==> src/hw/rtl/hgdp_pkg.sv <==
// Shared types and constants for the gamepad report-descriptor parser.
`default_nettype none
package hgdp_pkg;

    // Controller states
    typedef enum logic [1:0] {
        ST_IDLE,
        ST_ELEM,
        ST_SUM
    } t_state;

    // Usage context
    typedef enum logic [2:0] {
        CTX_NONE,
        CTX_PAD,
        CTX_BUTTON,
        CTX_AXIS,
        CTX_HAT
    } t_ctx;

    // Record kinds on the output channel
    localparam logic [1:0] KIND_AXIS    = 2'd0;
    localparam logic [1:0] KIND_HAT     = 2'd1;
    localparam logic [1:0] KIND_BUTTON  = 2'd2;
    localparam logic [1:0] KIND_SUMMARY = 2'd3;

    // Short item prefix decoding
    localparam logic [7:0] TAG_MASK        = 8'hFC;
    localparam logic [1:0] SIZE_CODE_FOUR  = 2'd3;
    localparam logic [1:0] SIZE_CODE_ONE   = 2'd1;
    localparam logic [1:0] SIZE_CODE_TWO   = 2'd2;
    localparam logic [7:0] ITEM_USAGE_PAGE = 8'h04;
    localparam logic [7:0] ITEM_USAGE      = 8'h08;
    localparam logic [7:0] ITEM_LOG_MIN    = 8'h14;
    localparam logic [7:0] ITEM_LOG_MAX    = 8'h24;
    localparam logic [7:0] ITEM_PHY_MIN    = 8'h34;
    localparam logic [7:0] ITEM_PHY_MAX    = 8'h44;
    localparam logic [7:0] ITEM_REP_SIZE   = 8'h74;
    localparam logic [7:0] ITEM_INPUT      = 8'h80;
    localparam logic [7:0] ITEM_REPORT_ID  = 8'h84;
    localparam logic [7:0] ITEM_REP_COUNT  = 8'h94;

    // Usage values
    localparam logic [31:0] PAGE_BUTTON    = 32'h09;
    localparam logic [31:0] USAGE_JOYSTICK = 32'h04;
    localparam logic [31:0] USAGE_GAMEPAD  = 32'h05;
    localparam logic [31:0] USAGE_AXIS_LO  = 32'h30;
    localparam logic [31:0] USAGE_AXIS_HI  = 32'h36;
    localparam logic [31:0] USAGE_HAT      = 32'h39;

    // Input item flags: Data, Variable
    localparam logic [1:0] INPUT_DATA_VAR = 2'b10;

    // Offset after a report ID byte
    localparam logic [15:0] REPORT_ID_BITS = 16'd8;

    // Controller to datapath
    typedef struct packed {
        logic accept;
        logic emit_elem;
        logic emit_sum;
    } t_cmd;

    // Datapath to controller
    typedef struct packed {
        logic slot_free;
        logic start_emit;
        logic elem_final;
        logic last_pending;
        logic in_last;
    } t_status;

endpackage
`default_nettype wire

==> src/hw/rtl/hgdp_ctrl.sv <==
// Controller state machine of the gamepad report-descriptor parser.
`default_nettype none
module hgdp_ctrl (
    input  wire logic             i_clk,
    input  wire logic             i_rst_n,
    input  wire logic             i_in_valid,
    output logic                  o_in_ready,
    input  wire hgdp_pkg::t_status i_status,
    output hgdp_pkg::t_cmd        o_cmd
);

    hgdp_pkg::t_state r_state;
    hgdp_pkg::t_state n_state;

    // State register
    always_ff @(posedge i_clk) begin
        if (!i_rst_n) begin
            r_state <= hgdp_pkg::ST_IDLE;
        end else begin
            r_state <= n_state;
        end
    end

    // Next state and commands
    always_comb begin
        n_state         = r_state;
        o_in_ready      = 1'b0;
        o_cmd.accept    = 1'b0;
        o_cmd.emit_elem = 1'b0;
        o_cmd.emit_sum  = 1'b0;
        case (r_state)
            hgdp_pkg::ST_IDLE: begin
                o_in_ready = 1'b1;
                if (i_in_valid) begin
                    o_cmd.accept = 1'b1;
                    if (i_status.start_emit) begin
                        n_state = hgdp_pkg::ST_ELEM;
                    end else if (i_status.in_last) begin
                        n_state = hgdp_pkg::ST_SUM;
                    end
                end
            end
            hgdp_pkg::ST_ELEM: begin
                if (i_status.slot_free) begin
                    o_cmd.emit_elem = 1'b1;
                    if (i_status.elem_final) begin
                        n_state = i_status.last_pending ? hgdp_pkg::ST_SUM
                                                        : hgdp_pkg::ST_IDLE;
                    end
                end
            end
            hgdp_pkg::ST_SUM: begin
                if (i_status.slot_free) begin
                    o_cmd.emit_sum = 1'b1;
                    n_state        = hgdp_pkg::ST_IDLE;
                end
            end
            default: begin
                n_state = hgdp_pkg::ST_IDLE;
            end
        endcase
    end

endmodule
`default_nettype wire

==> src/hw/rtl/hgdp_datapath.sv <==
// Datapath: item assembly, parse state, element counters and output register.
`default_nettype none
module hgdp_datapath #(
    parameter int MAX_AXES       = 8,
    parameter int MAX_HAT_FIELDS = 4
) (
    input  wire logic              i_clk,
    input  wire logic              i_rst_n,
    input  wire logic [7:0]        i_desc_byte,
    input  wire logic              i_last_byte,
    input  wire logic              i_out_ready,
    input  wire hgdp_pkg::t_cmd    i_cmd,
    output hgdp_pkg::t_status      o_status,
    output logic                   o_out_valid,
    output logic [1:0]             o_record_kind,
    output logic [15:0]            o_bit_offset,
    output logic [7:0]             o_field_size,
    output logic [7:0]             o_field_count,
    output logic signed [31:0]     o_minimum,
    output logic signed [31:0]     o_maximum,
    output logic                   o_min_known,
    output logic                   o_max_known,
    output logic [13:0]            o_report_bytes,
    output logic [$clog2(MAX_AXES+1)-1:0]       o_axis_count,
    output logic [$clog2(MAX_HAT_FIELDS+1)-1:0] o_hat_count,
    output logic                   o_last_result
);

    localparam int AXW = $clog2(MAX_AXES + 1);
    localparam int HTW = $clog2(MAX_HAT_FIELDS + 1);

    // Parse state
    logic [7:0]       r_item_tag,   n_item_tag;
    logic [2:0]       r_args_left,  n_args_left;
    logic [31:0]      r_arg_accum,  n_arg_accum;
    hgdp_pkg::t_ctx   r_ctx,        n_ctx;
    logic             r_lmin_def,   n_lmin_def;
    logic             r_lmax_def,   n_lmax_def;
    logic             r_pmin_def,   n_pmin_def;
    logic             r_pmax_def,   n_pmax_def;
    logic [31:0]      r_lmin,       n_lmin;
    logic [31:0]      r_lmax,       n_lmax;
    logic [31:0]      r_pmin,       n_pmin;
    logic [31:0]      r_pmax,       n_pmax;
    logic [7:0]       r_elem_size,  n_elem_size;
    logic [7:0]       r_elem_count, n_elem_count;
    logic [15:0]      r_offset,     n_offset;
    logic             r_id_seen,    n_id_seen;
    logic             r_stopped,    n_stopped;
    logic [AXW-1:0]   r_axes,       n_axes;
    logic [HTW-1:0]   r_hats,       n_hats;

    // Element emission
    logic [1:0]       r_emit_kind,  n_emit_kind;
    logic [15:0]      r_emit_off,   n_emit_off;
    logic [7:0]       r_emit_left,  n_emit_left;
    logic             r_last_pend,  n_last_pend;

    // Output register
    logic             r_out_valid;
    logic [1:0]       r_kind;
    logic [15:0]      r_bit_off;
    logic [7:0]       r_fsize;
    logic [7:0]       r_fcount;
    logic [31:0]      r_min;
    logic [31:0]      r_max;
    logic             r_min_known;
    logic             r_max_known;
    logic [13:0]      r_rep_bytes;
    logic [AXW-1:0]   r_axis_cnt;
    logic [HTW-1:0]   r_hat_cnt;
    logic             r_last_res;

    // Decode of the accepted byte
    logic [2:0]       w_len_new;
    logic [2:0]       w_tag_len;
    logic [2:0]       w_idx_full;
    logic [31:0]      w_accum;
    logic             w_item_go;
    logic [7:0]       w_item_tag;
    logic [31:0]      w_item_arg;
    logic [7:0]       w_item_kind;
    logic             w_input_var;
    logic             w_emit_any;
    logic [15:0]      w_prod;
    logic [16:0]      w_off_sum;
    logic [16:0]      w_emit_sum;
    logic [16:0]      w_rep_sum;
    logic             w_elem_final;
    logic             w_load;

    // Argument length from the size code of a prefix
    assign w_len_new  = (i_desc_byte[1:0] == hgdp_pkg::SIZE_CODE_FOUR) ? 3'd4
                                                                        : {1'b0, i_desc_byte[1:0]};
    assign w_tag_len  = (r_item_tag[1:0] == hgdp_pkg::SIZE_CODE_FOUR) ? 3'd4
                                                                       : {1'b0, r_item_tag[1:0]};
    assign w_idx_full = w_tag_len - r_args_left;
    assign w_accum    = r_arg_accum | ({24'd0, i_desc_byte} << {w_idx_full[1:0], 3'b000});

    // Item completion and argument sign extension
    always_comb begin
        w_item_go  = 1'b0;
        w_item_tag = i_desc_byte;
        w_item_arg = '0;
        if (!r_stopped) begin
            if (r_args_left == 3'd0) begin
                w_item_go = (w_len_new == 3'd0);
            end else if (r_args_left == 3'd1) begin
                w_item_go  = 1'b1;
                w_item_tag = r_item_tag;
                case (r_item_tag[1:0])
                    hgdp_pkg::SIZE_CODE_ONE: w_item_arg = {{24{w_accum[7]}}, w_accum[7:0]};
                    hgdp_pkg::SIZE_CODE_TWO: w_item_arg = {{16{w_accum[15]}}, w_accum[15:0]};
                    default:                 w_item_arg = w_accum;
                endcase
            end
        end
    end

    assign w_item_kind = w_item_tag & hgdp_pkg::TAG_MASK;
    assign w_input_var = w_item_go && (w_item_kind == hgdp_pkg::ITEM_INPUT)
                         && (w_item_arg[1:0] == hgdp_pkg::INPUT_DATA_VAR);

    // Does an Input item in the current context give at least one record
    always_comb begin
        case (r_ctx)
            hgdp_pkg::CTX_BUTTON: w_emit_any = 1'b1;
            hgdp_pkg::CTX_AXIS:   w_emit_any = (r_elem_count != 8'd0)
                                               && (r_axes < AXW'(MAX_AXES));
            hgdp_pkg::CTX_HAT:    w_emit_any = (r_elem_count != 8'd0)
                                               && (r_hats < HTW'(MAX_HAT_FIELDS));
            default:              w_emit_any = 1'b0;
        endcase
    end

    // Offset arithmetic
    assign w_prod     = {8'd0, r_elem_count} * {8'd0, r_elem_size};
    assign w_off_sum  = {1'b0, r_offset} + {1'b0, w_prod};
    assign w_emit_sum = {1'b0, r_emit_off} + {9'd0, r_elem_size};
    assign w_rep_sum  = {1'b0, r_offset} + 17'd7;

    // Current element is the last one of this Input item
    always_comb begin
        case (r_emit_kind)
            hgdp_pkg::KIND_AXIS: w_elem_final = (r_emit_left == 8'd1)
                                                || (r_axes == AXW'(MAX_AXES - 1));
            hgdp_pkg::KIND_HAT:  w_elem_final = (r_emit_left == 8'd1)
                                                || (r_hats == HTW'(MAX_HAT_FIELDS - 1));
            default:             w_elem_final = 1'b1;
        endcase
    end

    assign o_status.slot_free    = !r_out_valid || i_out_ready;
    assign o_status.start_emit   = w_input_var && w_emit_any;
    assign o_status.elem_final   = w_elem_final;
    assign o_status.last_pending = r_last_pend;
    assign o_status.in_last      = i_last_byte;

    // Next parse state
    always_comb begin
        n_item_tag   = r_item_tag;
        n_args_left  = r_args_left;
        n_arg_accum  = r_arg_accum;
        n_ctx        = r_ctx;
        n_lmin_def   = r_lmin_def;
        n_lmax_def   = r_lmax_def;
        n_pmin_def   = r_pmin_def;
        n_pmax_def   = r_pmax_def;
        n_lmin       = r_lmin;
        n_lmax       = r_lmax;
        n_pmin       = r_pmin;
        n_pmax       = r_pmax;
        n_elem_size  = r_elem_size;
        n_elem_count = r_elem_count;
        n_offset     = r_offset;
        n_id_seen    = r_id_seen;
        n_stopped    = r_stopped;
        n_axes       = r_axes;
        n_hats       = r_hats;
        n_emit_kind  = r_emit_kind;
        n_emit_off   = r_emit_off;
        n_emit_left  = r_emit_left;
        n_last_pend  = r_last_pend;

        if (i_cmd.accept) begin
            n_last_pend = i_last_byte;
            // item assembly
            if (!r_stopped) begin
                if (r_args_left == 3'd0) begin
                    if (w_len_new != 3'd0) begin
                        n_item_tag  = i_desc_byte;
                        n_args_left = w_len_new;
                        n_arg_accum = '0;
                    end
                end else begin
                    n_arg_accum = w_accum;
                    n_args_left = r_args_left - 3'd1;
                end
            end
            // complete item
            if (w_item_go) begin
                case (w_item_kind)
                    hgdp_pkg::ITEM_REPORT_ID: begin
                        if (r_id_seen) begin
                            n_stopped = 1'b1;
                        end else begin
                            n_id_seen = (w_item_arg != 32'd0);
                            n_offset  = hgdp_pkg::REPORT_ID_BITS;
                        end
                    end
                    hgdp_pkg::ITEM_USAGE_PAGE: begin
                        if (w_item_arg == hgdp_pkg::PAGE_BUTTON && r_ctx == hgdp_pkg::CTX_PAD) begin
                            n_ctx = hgdp_pkg::CTX_BUTTON;
                        end
                    end
                    hgdp_pkg::ITEM_USAGE: begin
                        if (w_item_arg == hgdp_pkg::USAGE_JOYSTICK
                            || w_item_arg == hgdp_pkg::USAGE_GAMEPAD) begin
                            n_ctx = hgdp_pkg::CTX_PAD;
                        end else if (w_item_arg >= hgdp_pkg::USAGE_AXIS_LO
                                     && w_item_arg <= hgdp_pkg::USAGE_AXIS_HI) begin
                            if (r_ctx == hgdp_pkg::CTX_PAD) n_ctx = hgdp_pkg::CTX_AXIS;
                        end else if (w_item_arg == hgdp_pkg::USAGE_HAT) begin
                            if (r_ctx == hgdp_pkg::CTX_PAD) n_ctx = hgdp_pkg::CTX_HAT;
                        end
                    end
                    hgdp_pkg::ITEM_LOG_MIN: begin
                        n_lmin     = w_item_arg;
                        n_lmin_def = 1'b1;
                    end
                    hgdp_pkg::ITEM_LOG_MAX: begin
                        n_lmax     = w_item_arg;
                        n_lmax_def = 1'b1;
                    end
                    hgdp_pkg::ITEM_PHY_MIN: begin
                        n_pmin     = w_item_arg;
                        n_pmin_def = 1'b1;
                    end
                    hgdp_pkg::ITEM_PHY_MAX: begin
                        n_pmax     = w_item_arg;
                        n_pmax_def = 1'b1;
                    end
                    hgdp_pkg::ITEM_REP_SIZE: begin
                        n_elem_size = (|w_item_arg[31:8]) ? 8'hFF : w_item_arg[7:0];
                    end
                    hgdp_pkg::ITEM_REP_COUNT: begin
                        n_elem_count = (|w_item_arg[31:8]) ? 8'hFF : w_item_arg[7:0];
                    end
                    hgdp_pkg::ITEM_INPUT: begin
                        if (w_input_var && (r_ctx inside {hgdp_pkg::CTX_AXIS,
                                                          hgdp_pkg::CTX_HAT,
                                                          hgdp_pkg::CTX_BUTTON})) begin
                            n_ctx       = hgdp_pkg::CTX_PAD;
                            n_emit_off  = r_offset;
                            n_emit_left = (r_ctx == hgdp_pkg::CTX_BUTTON) ? 8'd1 : r_elem_count;
                            case (r_ctx)
                                hgdp_pkg::CTX_AXIS: n_emit_kind = hgdp_pkg::KIND_AXIS;
                                hgdp_pkg::CTX_HAT:  n_emit_kind = hgdp_pkg::KIND_HAT;
                                default:            n_emit_kind = hgdp_pkg::KIND_BUTTON;
                            endcase
                        end
                        n_offset = w_off_sum[16] ? 16'hFFFF : w_off_sum[15:0];
                    end
                    default: begin
                    end
                endcase
            end
        end

        // one element record per command
        if (i_cmd.emit_elem) begin
            n_emit_off  = w_emit_sum[16] ? 16'hFFFF : w_emit_sum[15:0];
            n_emit_left = r_emit_left - 8'd1;
            if (r_emit_kind == hgdp_pkg::KIND_AXIS) n_axes = r_axes + AXW'(1);
            if (r_emit_kind == hgdp_pkg::KIND_HAT)  n_hats = r_hats + HTW'(1);
        end
    end

    // Parse state registers; the summary returns them to reset values
    always_ff @(posedge i_clk) begin
        if (!i_rst_n || i_cmd.emit_sum) begin
            r_item_tag   <= '0;
            r_args_left  <= '0;
            r_arg_accum  <= '0;
            r_ctx        <= hgdp_pkg::CTX_NONE;
            r_lmin_def   <= 1'b0;
            r_lmax_def   <= 1'b0;
            r_pmin_def   <= 1'b0;
            r_pmax_def   <= 1'b0;
            r_elem_size  <= '0;
            r_elem_count <= '0;
            r_offset     <= '0;
            r_id_seen    <= 1'b0;
            r_stopped    <= 1'b0;
            r_axes       <= '0;
            r_hats       <= '0;
            r_emit_left  <= '0;
            r_last_pend  <= 1'b0;
        end else begin
            r_item_tag   <= n_item_tag;
            r_args_left  <= n_args_left;
            r_arg_accum  <= n_arg_accum;
            r_ctx        <= n_ctx;
            r_lmin_def   <= n_lmin_def;
            r_lmax_def   <= n_lmax_def;
            r_pmin_def   <= n_pmin_def;
            r_pmax_def   <= n_pmax_def;
            r_elem_size  <= n_elem_size;
            r_elem_count <= n_elem_count;
            r_offset     <= n_offset;
            r_id_seen    <= n_id_seen;
            r_stopped    <= n_stopped;
            r_axes       <= n_axes;
            r_hats       <= n_hats;
            r_emit_left  <= n_emit_left;
            r_last_pend  <= n_last_pend;
        end
    end

    // Bound values and emission scratch, only read behind their flags
    always_ff @(posedge i_clk) begin
        r_lmin      <= n_lmin;
        r_lmax      <= n_lmax;
        r_pmin      <= n_pmin;
        r_pmax      <= n_pmax;
        r_emit_kind <= n_emit_kind;
        r_emit_off  <= n_emit_off;
    end

    // Output valid
    assign w_load = i_cmd.emit_elem || i_cmd.emit_sum;

    always_ff @(posedge i_clk) begin
        if (!i_rst_n) begin
            r_out_valid <= 1'b0;
        end else if (w_load) begin
            r_out_valid <= 1'b1;
        end else if (i_out_ready) begin
            r_out_valid <= 1'b0;
        end
    end

    // Output payload
    always_ff @(posedge i_clk) begin
        if (i_cmd.emit_sum) begin
            r_kind      <= hgdp_pkg::KIND_SUMMARY;
            r_bit_off   <= r_offset;
            r_fsize     <= '0;
            r_fcount    <= '0;
            r_min       <= '0;
            r_max       <= '0;
            r_min_known <= 1'b0;
            r_max_known <= 1'b0;
            r_rep_bytes <= w_rep_sum[16:3];
            r_axis_cnt  <= r_axes;
            r_hat_cnt   <= r_hats;
            r_last_res  <= 1'b1;
        end else if (i_cmd.emit_elem) begin
            r_kind      <= r_emit_kind;
            r_bit_off   <= r_emit_off;
            r_fsize     <= r_elem_size;
            r_fcount    <= (r_emit_kind == hgdp_pkg::KIND_BUTTON) ? r_elem_count : 8'd1;
            r_min       <= r_lmin_def ? r_lmin : (r_pmin_def ? r_pmin : 32'd0);
            r_max       <= r_lmax_def ? r_lmax : (r_pmax_def ? r_pmax : 32'd0);
            r_min_known <= r_lmin_def || r_pmin_def;
            r_max_known <= r_lmax_def || r_pmax_def;
            r_rep_bytes <= '0;
            r_axis_cnt  <= '0;
            r_hat_cnt   <= '0;
            r_last_res  <= w_elem_final && !r_last_pend;
        end
    end

    assign o_out_valid    = r_out_valid;
    assign o_record_kind  = r_kind;
    assign o_bit_offset   = r_bit_off;
    assign o_field_size   = r_fsize;
    assign o_field_count  = r_fcount;
    assign o_minimum      = r_min;
    assign o_maximum      = r_max;
    assign o_min_known    = r_min_known;
    assign o_max_known    = r_max_known;
    assign o_report_bytes = r_rep_bytes;
    assign o_axis_count   = r_axis_cnt;
    assign o_hat_count    = r_hat_cnt;
    assign o_last_result  = r_last_res;

`ifndef ASSERT_OFF
    // A record is only loaded into a free output slot
    a_load_free: assert property (@(posedge i_clk) disable iff (!i_rst_n)
        w_load |-> (!r_out_valid || i_out_ready))
        else $error("record loaded over a pending record");

    // Element counts never pass their limits
    a_count_limits: assert property (@(posedge i_clk) disable iff (!i_rst_n)
        (r_axes <= AXW'(MAX_AXES)) && (r_hats <= HTW'(MAX_HAT_FIELDS)))
        else $error("element count beyond limit");

    // The summary clears the parse state
    a_sum_clears: assert property (@(posedge i_clk) disable iff (!i_rst_n)
        i_cmd.emit_sum |=> (r_offset == 16'd0 && r_axes == '0 && r_hats == '0
                            && !r_stopped && r_args_left == 3'd0))
        else $error("parse state not cleared after summary");

    // A summary record always closes its byte
    a_sum_last: assert property (@(posedge i_clk) disable iff (!i_rst_n)
        (r_out_valid && r_kind == hgdp_pkg::KIND_SUMMARY) |-> r_last_res)
        else $error("summary record without last flag");
`endif

endmodule
`default_nettype wire

==> src/hw/rtl/hid_gamepad_descriptor_parser_top.sv <==
// Top level of the gamepad report-descriptor parser.
//
//   channel  direction  handshake                  payload
//   in       sink       i_in_valid / o_in_ready    i_desc_byte, i_last_byte
//   out      source     o_out_valid / i_out_ready  o_record_kind .. o_last_result
//
// A byte that gives no record is taken at once; the next can follow at once.
// An Input item that gives N element records holds the input until they are sent,
// one record per cycle through the single output register while the output takes
// them; a final byte adds the summary record. Stalls on the output hold it longer.
// Reset is synchronous and active low.
`default_nettype none
module hid_gamepad_descriptor_parser_top #(
    parameter int MAX_AXES       = 8,
    parameter int MAX_HAT_FIELDS = 4
) (
    input  wire logic          i_clk,
    input  wire logic          i_rst_n,
    input  wire logic          i_in_valid,
    output logic               o_in_ready,
    input  wire logic [7:0]    i_desc_byte,
    input  wire logic          i_last_byte,
    output logic               o_out_valid,
    input  wire logic          i_out_ready,
    output logic [1:0]         o_record_kind,
    output logic [15:0]        o_bit_offset,
    output logic [7:0]         o_field_size,
    output logic [7:0]         o_field_count,
    output logic signed [31:0] o_minimum,
    output logic signed [31:0] o_maximum,
    output logic               o_min_known,
    output logic               o_max_known,
    output logic [13:0]        o_report_bytes,
    output logic [$clog2(MAX_AXES+1)-1:0]       o_axis_count,
    output logic [$clog2(MAX_HAT_FIELDS+1)-1:0] o_hat_count,
    output logic               o_last_result
);

    hgdp_pkg::t_cmd    w_cmd;
    hgdp_pkg::t_status w_status;

    // Sequencer
    hgdp_ctrl u_ctrl (
        .i_clk      (i_clk),
        .i_rst_n    (i_rst_n),
        .i_in_valid (i_in_valid),
        .o_in_ready (o_in_ready),
        .i_status   (w_status),
        .o_cmd      (w_cmd)
    );

    // Parse state and record output
    hgdp_datapath #(
        .MAX_AXES       (MAX_AXES),
        .MAX_HAT_FIELDS (MAX_HAT_FIELDS)
    ) u_datapath (
        .i_clk          (i_clk),
        .i_rst_n        (i_rst_n),
        .i_desc_byte    (i_desc_byte),
        .i_last_byte    (i_last_byte),
        .i_out_ready    (i_out_ready),
        .i_cmd          (w_cmd),
        .o_status       (w_status),
        .o_out_valid    (o_out_valid),
        .o_record_kind  (o_record_kind),
        .o_bit_offset   (o_bit_offset),
        .o_field_size   (o_field_size),
        .o_field_count  (o_field_count),
        .o_minimum      (o_minimum),
        .o_maximum      (o_maximum),
        .o_min_known    (o_min_known),
        .o_max_known    (o_max_known),
        .o_report_bytes (o_report_bytes),
        .o_axis_count   (o_axis_count),
        .o_hat_count    (o_hat_count),
        .o_last_result  (o_last_result)
    );

endmodule
`default_nettype wire
==> config.mk <==
export PLATFORM = sky130hd
export DESIGN_NAME = hid_gamepad_descriptor_parser_top
export DESIGN_NICKNAME = d
export VERILOG_FILES = /design/src/hw/rtl/hgdp_pkg.sv /design/src/hw/rtl/hgdp_ctrl.sv /design/src/hw/rtl/hgdp_datapath.sv /design/src/hw/rtl/hid_gamepad_descriptor_parser_top.sv
export SDC_FILE = /design/constraint.sdc
export NUM_CORES = 1
export LEC_CHECK = 0
export BUFFER_PORTS_ARGS = -buffer_cell sky130_fd_sc_hd__buf_2
export CAP_MARGIN = 20
export CORE_MARGIN = 4
export CORE_UTILIZATION = 35
export DETAILED_ROUTE_END_ITERATION = 16
export PLACE_DENSITY_LB_ADDON = 0.05
export SYNTH_ARGS = -nofsm -noshare
export SYNTH_HDL_FRONTEND = slang
export SYNTH_SLANG_ARGS = --single-unit
==> constraint.sdc <==
create_clock -name i_clk -period 14.7 [get_ports i_clk]
set_clock_uncertainty 0.2 [all_clocks]
set_input_delay 1.47 -clock i_clk [delete_from_list [all_inputs] [get_ports i_clk]]
set_output_delay 1.47 -clock i_clk [all_outputs]
set_load 0.005 [all_outputs]
==> After elaboration in Yosys (flattened, before gate mapping) <==
Cells that the tools add are included.
{ "classes": {"reduce_logical": 54, "order_cmp": 4, "shift": 1, "multipliers": 1, "bitwise": 2, "div": 0, "eq_ne": 42, "n_addsub": 8, "mux": 73} }
{ "ops": {"columns": ["cell", "n"], "rows": [
  ["two-way mux 32 bit", 9],
  ["two-way mux 16 bit", 10],
  ["two-way mux 8 bit", 11],
  ["== test 32 x 3 -> 1 bit, second input constant", 2],
  ["one-hot mux 32 bit (2 select lines)", 1],
  ["two-way mux 3 bit", 12],
  ["== test 32 x 4 -> 1 bit, second input constant", 1],
  ["== test 32 x 6 -> 1 bit, second input constant", 1],
  [">= comparator 32 x 6 -> 1 bit, second input constant", 1],
  ["less-or-equal comparator 32 x 6 -> 1 bit, second input constant", 1],
  ["bitwise OR 32 bit", 1],
  ["one-hot mux 16 bit (2 select lines)", 1],
  ["nonzero test 32 bit", 1],
  ["left shift 8 x 5 -> 32 bit", 1],
  ["two-way mux 14 bit", 2],
  ["AND reduction 3 bit", 8],
  ["OR reduction 24 bit", 1],
  ["AND reduction 4 bit", 5],
  ["== test 6 bit, second input constant", 3],
  ["adder 16 x 16 -> 17 bit", 1],
  ["adder 16 x 3 -> 17 bit, second input constant", 1],
  ["adder 16 x 8 -> 17 bit", 1],
  ["multiplier 8 x 8 -> 16 bit", 1],
  ["two-way mux 2 bit", 8],
  ["other kinds (43)", 101]
]} }
{ "word_totals": {"in_bits": 13, "out_inout_bits": 124, "ramBits": 0, "mem_bits_ro": 0, "wordCells": 222, "reg_bits": 371, "mem_count": 0, "latchBits": 0} }

==> Depth between registers and ports, before layout <==
{ "depth": {"ltp_word": 17, "depth_mapped": 20, "mapped_depth_nobuf": 19} }

==> Cells and area by module <==
A second synthesis with hierarchy kept.
{ "unflattened": {"hier_cells": 1725, "area_unflattened_um2": 18017.3} }
{ "modules_own_cells": {"columns": ["module", "seq_area_each_um2", "n_inst", "cells_per_inst", "area_per_inst_um2"], "rows": [
  ["hgdp_datapath", 9218.8, 1, 1707, 17860.9],
  ["hgdp_ctrl", 40.0, 1, 18, 156.4]
]} }

==> Worst setup path before layout <==
No wires, ideal clock.
{ "synth_timing": {"kind": "in2reg", "start": "input port i_desc_byte[0]", "end": "register u_datapath.r_pmax[0] (enable)", "setup_time_ps": 505, "arrival_ps": 5379, "required_ps": 13995, "path_stages": 5, "path_slack_ps": 8616, "path_buffers": 1, "path_cell_list": "clkbuf_1 nor3b_1 o21bai_1 nand2b_1 nor4_1"} }
{ "synth_via": {"elab_chain_cells": 6} }
{ "synth_rtl": {"columns": ["element", "line_no", "rtl"], "rows": [
  ["start: declaration", "hid_gamepad_descriptor_parser_top.sv:21", "input wire logic [7:0] i_desc_byte,"],
  ["== test 2 bit", "hgdp_datapath.sv:93", "assign w_len_new = (i_desc_byte[1:0] == hgdp_pkg::SIZE_CODE_FOUR) ? 3'd4"],
  ["two-way mux 3 bit *", "hgdp_datapath.sv:93", null],
  ["logical NOT 3 bit *", "hgdp_datapath.sv:107", "w_item_go = (w_len_new == 3'd0);"],
  ["two-way mux 1 bit *", "hgdp_datapath.sv:106", "if (r_args_left == 3'd0) begin"],
  ["two-way mux 1 bit *", "hgdp_datapath.sv:105", "if (!r_stopped) begin"],
  ["AND reduction 3 bit (no line) *", null, null],
  ["end signal: assignment", "hgdp_datapath.sv:325", "r_pmax <= n_pmax;"],
  ["end: declaration", "hgdp_datapath.sv:44", "logic [31:0] r_pmax, n_pmax;"]
]} }
Mark *: on every way between the ends. The rest lies on a longest branch, timed or not.
A chain may end at the register's enable or synchronous reset.

==> Worst setup path in the final report <==
{ "layout_timing": {"start": "register u_datapath.r_elem_count[5]", "end": "register u_datapath.r_offset[10]"} }
{ "layout_via": {"elab_chain_cells": 4} }
{ "layout_rtl": {"columns": ["element", "line_no", "rtl"], "rows": [
  ["start: declaration", "hgdp_datapath.sv:46", "logic [7:0] r_elem_count, n_elem_count;"],
  ["start signal: assignment", "hgdp_datapath.sv:309", "r_elem_count <= n_elem_count;"],
  ["multiplier 8 x 8 -> 16 bit", "hgdp_datapath.sv:137", "assign w_prod = {8'd0, r_elem_count} * {8'd0, r_elem_size};"],
  ["adder 16 x 16 -> 17 bit", "hgdp_datapath.sv:138", "assign w_off_sum = {1'b0, r_offset} + {1'b0, w_prod};"],
  ["two-way mux 16 bit", "hgdp_datapath.sv:262", "n_offset = w_off_sum[16] ? 16'hFFFF : w_off_sum[15:0];"],
  ["one-hot mux 16 bit (2 select lines)", "hgdp_datapath.sv:202", "case (w_item_kind)"],
  ["end signal: assignment", "hgdp_datapath.sv:310", "r_offset <= n_offset;"],
  ["end: declaration", "hgdp_datapath.sv:47", "logic [15:0] r_offset, n_offset;"]
]} }
No other way between the ends.

==> key figures <==
Setup path
  – Crit path cell chain: nand2_1, fa_1, inv_1, fa_1, inv_1, fa_1, fa_1, inv_1, ha_1, o21a_1, a2111oi_0, o21ai_0, a41oi_1, or4b_2, nand3_2, a211oi_1, a31o_2
  – Critical Path Most Common Cell: fa_1
  – Worst setup SP type: flop
  – Reg2reg path depth: 17
  – R2r endpoint: u_datapath.r_offset[10]
  – Crit path depth: 17
  – CP Class: reg2reg
  – Crit path max fanout: 16
  – WP data arrival: 6.12 ns
  – Worst Path Buf+Inv: 3
  – Worst stage delay on the critical path: 0.63 ns
  – Worst R2R Start: u_datapath.r_elem_count[5]
  – Reg2reg setup slack: 8.89 ns
  – CP endpoint: u_datapath.r_offset[10]
  – CP max-delay cell: dfxtp_1
  – Worst path top cell family by delay: adder cells
  – Crit path required time: 15.01 ns
  – Setup crit start: u_datapath.r_elem_count[5]
  – Crit path capture type: flop

Detailed routing
  – Post-route ant nets: 0
  – DRC violations left: 0
  – Final WL: 54100 um
  – Initial drt markers: 1168
  – WL/cell: 21.2 um
  – Drt first pass iters: 5
  – Vias per cell: 5.29
  – Via count: 13500

Yosys
  – Mapped Cells: 1767
  – Post-synthesis xor/xnor area fraction: about 2.1%
  – Syn. warnings: 0
  – Syn Nets: 1887
  – Post-synth EDFFs: 183
  – Post-synthesis adder-cell area fraction: 9.59%
  – Post-synthesis simple-gate area fraction: 16.2%
  – Post-synthesis sequential area ratio: 51.3%
  – FF+latch count, synth: roughly 370
  – Fraction of synthesized area in multiplexers: 1.01%
  – Syn Area/Cell: 10.2 um^2
  – Main combinational cell family by area after synthesis: simple AND/OR/NAND/NOR gates
  – Synth Cell Area: 18000 um^2
  – Synth Area in Compound Gates: 14.4%
  – Ys flop type: dfxtp_1
  – Distinct cells, synth: 82
  – Post-synth ARST share: 0%

Cells and area
  – Commonest non-fill, non-tap cell in the layout: nor2_1
  – Final Instance Area: 20700 um^2
  – Most frequent cells in the layout: 218 x nor2_1, 188 x dfxtp_1, 183 x edfxtp_1, 163 x nand2_1
  – Area grow syn2layout: 14.8%
  – # nets final: just under 2000
  – Post-route insts no fill: 2558
  – Share of layout cells above drive strength 1: 13.7%

Global routing
  – Global route overflow: 0
  – Largest net degree at the start of global routing: 82
  – Total GRT Usage: 19.0%
  – Vias in the first global route: 12700
  – Initial antenna violation count: 3
  – First-pass GRT wire length: 82400 um

STA
  – Slew margin rel.: around 29%
  – Least-Margin Pin Slew: 1.05 ns
  – Final period utilization: about 40%
  – Final hold viol count: 0
  – RSZ-0062 raised after global routing: false
  – Final setup fails: 0
  – Final setup TNS: 0 ns
  – Max Slew Vio Count: 0
  – Fmax: ~170 MHz
  – Min Tclk post-route: 5.81 ns

Floorplan
  – Num rows: slightly above 80
  – Starting Density: 35.7%
  – Die area: 55200 um^2
  – Die Height: 235 um
  – Area of the core: 50600 um^2
  – Die X: 235 um
  – Ports: 137

Clocking
  – Sink Count: between 300 and 400
  – Max H-tree Level: 2
  – Clock buffers created by TritonCTS: between 40 and 50
  – Maximum buffer depth of the clock tree: 3
  – Root buf cell: clkbuf_16
  – Resize count post-CTS: 0
  – Clock transition at the registers of the reported paths: about 0.060 ns
  – # Post-CTS Setup Buffers: 0
  – Post-CTS Hold Buffers: 0
  – CTS tree: built
  – Clk_lat worst skew: between 0.5 and 0.6 ns

Placement
  – RePlAce Congestion: 0.817
  – Placed Instances: 2477
  – Hpwl dp: 37300 um
  – IO buf count: between 100 and 150
  – Placement Cell Area: 19300 um^2

Power
  – Pleak: 8.02 nW
  – Peak VDD IR: just under 0.07 mV
  – Total power: 2.33 mW
  – PwrDens: 113 nW/um^2

Run status
  – Outcome: finished clean

Hold path
  – Worst min path class: reg2reg

Flow run
  – Max cap viols: 0
cells by family after synthesis:
family / after synthesis
and+or+nand+nor: 620
AOI/OAI and AO/OA: 360
muxes: 17
DFF: 371
adders and majority gates: 107
xor gates and xnor gates: 42
buffers and inverters: 250
cell type report:
class	instances	area (um^2)
diodes	1	2.50
clock buffers	55	1160
clock inverters	25	258
fillers	5032	29900
inverters	137	514
multi-input cells	1146	7870
flip-flops and latches	371	9260
well taps	672	841
repair buffers	151	793
worst min-delay path: stages, from the launching register on:
cell	delay (ns)
dfxtp_1	0.30
nand2_1	0.05
a21oi_1	0.05
cell usage after synthesis (19+ instances only):
cell	n	share of area, %
inv_1	136	2.8
dfxtp_1	188	21
and2_1	41	1.4
nand3_1	19	0.53
edfxtp_1	183	30
clkbuf_1	95	2.0
a221oi_1	67	3.3
o21ai_0	29	0.80
a22oi_1	39	1.6
a31oi_1	30	1.0
xnor2_1	26	1.3
nor2_1	219	4.6
fa_1	52	5.8
a21oi_1	83	2.3
nor3_1	96	2.7
ha_1	55	3.8
a211oi_1	33	1.4
nand2_1	164	3.4
metrics by stage:
step	setup WS (ns)	hold WS [ns]	util, %
after global placement	8.96	0.241	38.1
final	8.89	0.251	40.9
after CTS	8.88	0.256	40.9
after detailed placement	8.89	0.246	38.1
after floorplan	8.62	0.233	-
after global routing	8.35	0.282	40.9
how the worst min path moves through the flow:
stage,cells after the start,slack (ns),to,start
floorplan,2,0.23,u_datapath.r_item_tag[3],u_datapath.r_item_tag[3]
global route,2,0.28,u_datapath.o_field_size[6],u_datapath.o_field_size[6]
finish,2,0.25,u_datapath.o_field_size[3],u_datapath.o_field_size[3]
global placement,2,0.24,u_datapath.r_item_tag[3],u_datapath.r_item_tag[3]
detailed placement,1,0.25,u_datapath.o_record_kind[1],u_datapath.o_record_kind[1]
CTS,2,0.26,u_datapath.r_item_tag[3],u_datapath.r_item_tag[3]
layer usage:
layer / up-vias / wire length (um) / part of all wire, % / GRT usage (%)
li1: 6447 / - / - / -
met1: 6686 / 28200 / 52 / 30.3
met2: 345 / 21900 / 40 / 26.3
met3: 55 / 3280 / 6.0 / 4.24
met4: 2 / 772 / 1.4 / 3.44
met5: - / 12 / 0.022 / 0
flip-flops by register name (all words and copies together) (netlist names), 4 cells and up:
register	count
u_datapath.r_axes	4
u_datapath.r_emit_left	8
u_datapath.r_arg_accum	32
u_datapath.o_field_count	8
u_datapath.o_minimum	32
u_datapath.r_lmin	32
u_datapath.r_item_tag	8
u_datapath.r_pmin	32
u_datapath.r_offset	16
u_datapath.o_axis_count	4
u_datapath.r_emit_off	16
u_datapath.r_lmax	32
u_datapath.o_bit_offset	16
u_datapath.o_report_bytes	14
u_datapath.r_elem_size	8
u_datapath.o_field_size	8
u_datapath.o_maximum	32
u_datapath.r_elem_count	8
u_datapath.r_pmax	32
where the power goes:
part / leakage [nW] / switching, mW / internal, mW / total (mW)
Clock: 0.689 / 0.442 / 0.632 / 1.07
Combinational: 3.83 / 0.112 / 0.0452 / 0.158
Sequential: 3.50 / 0.00758 / 1.09 / 1.10
Total: 8.02 / 0.562 / 1.77 / 2.33
No activity file was read; power rests on OpenSTA's default activity.
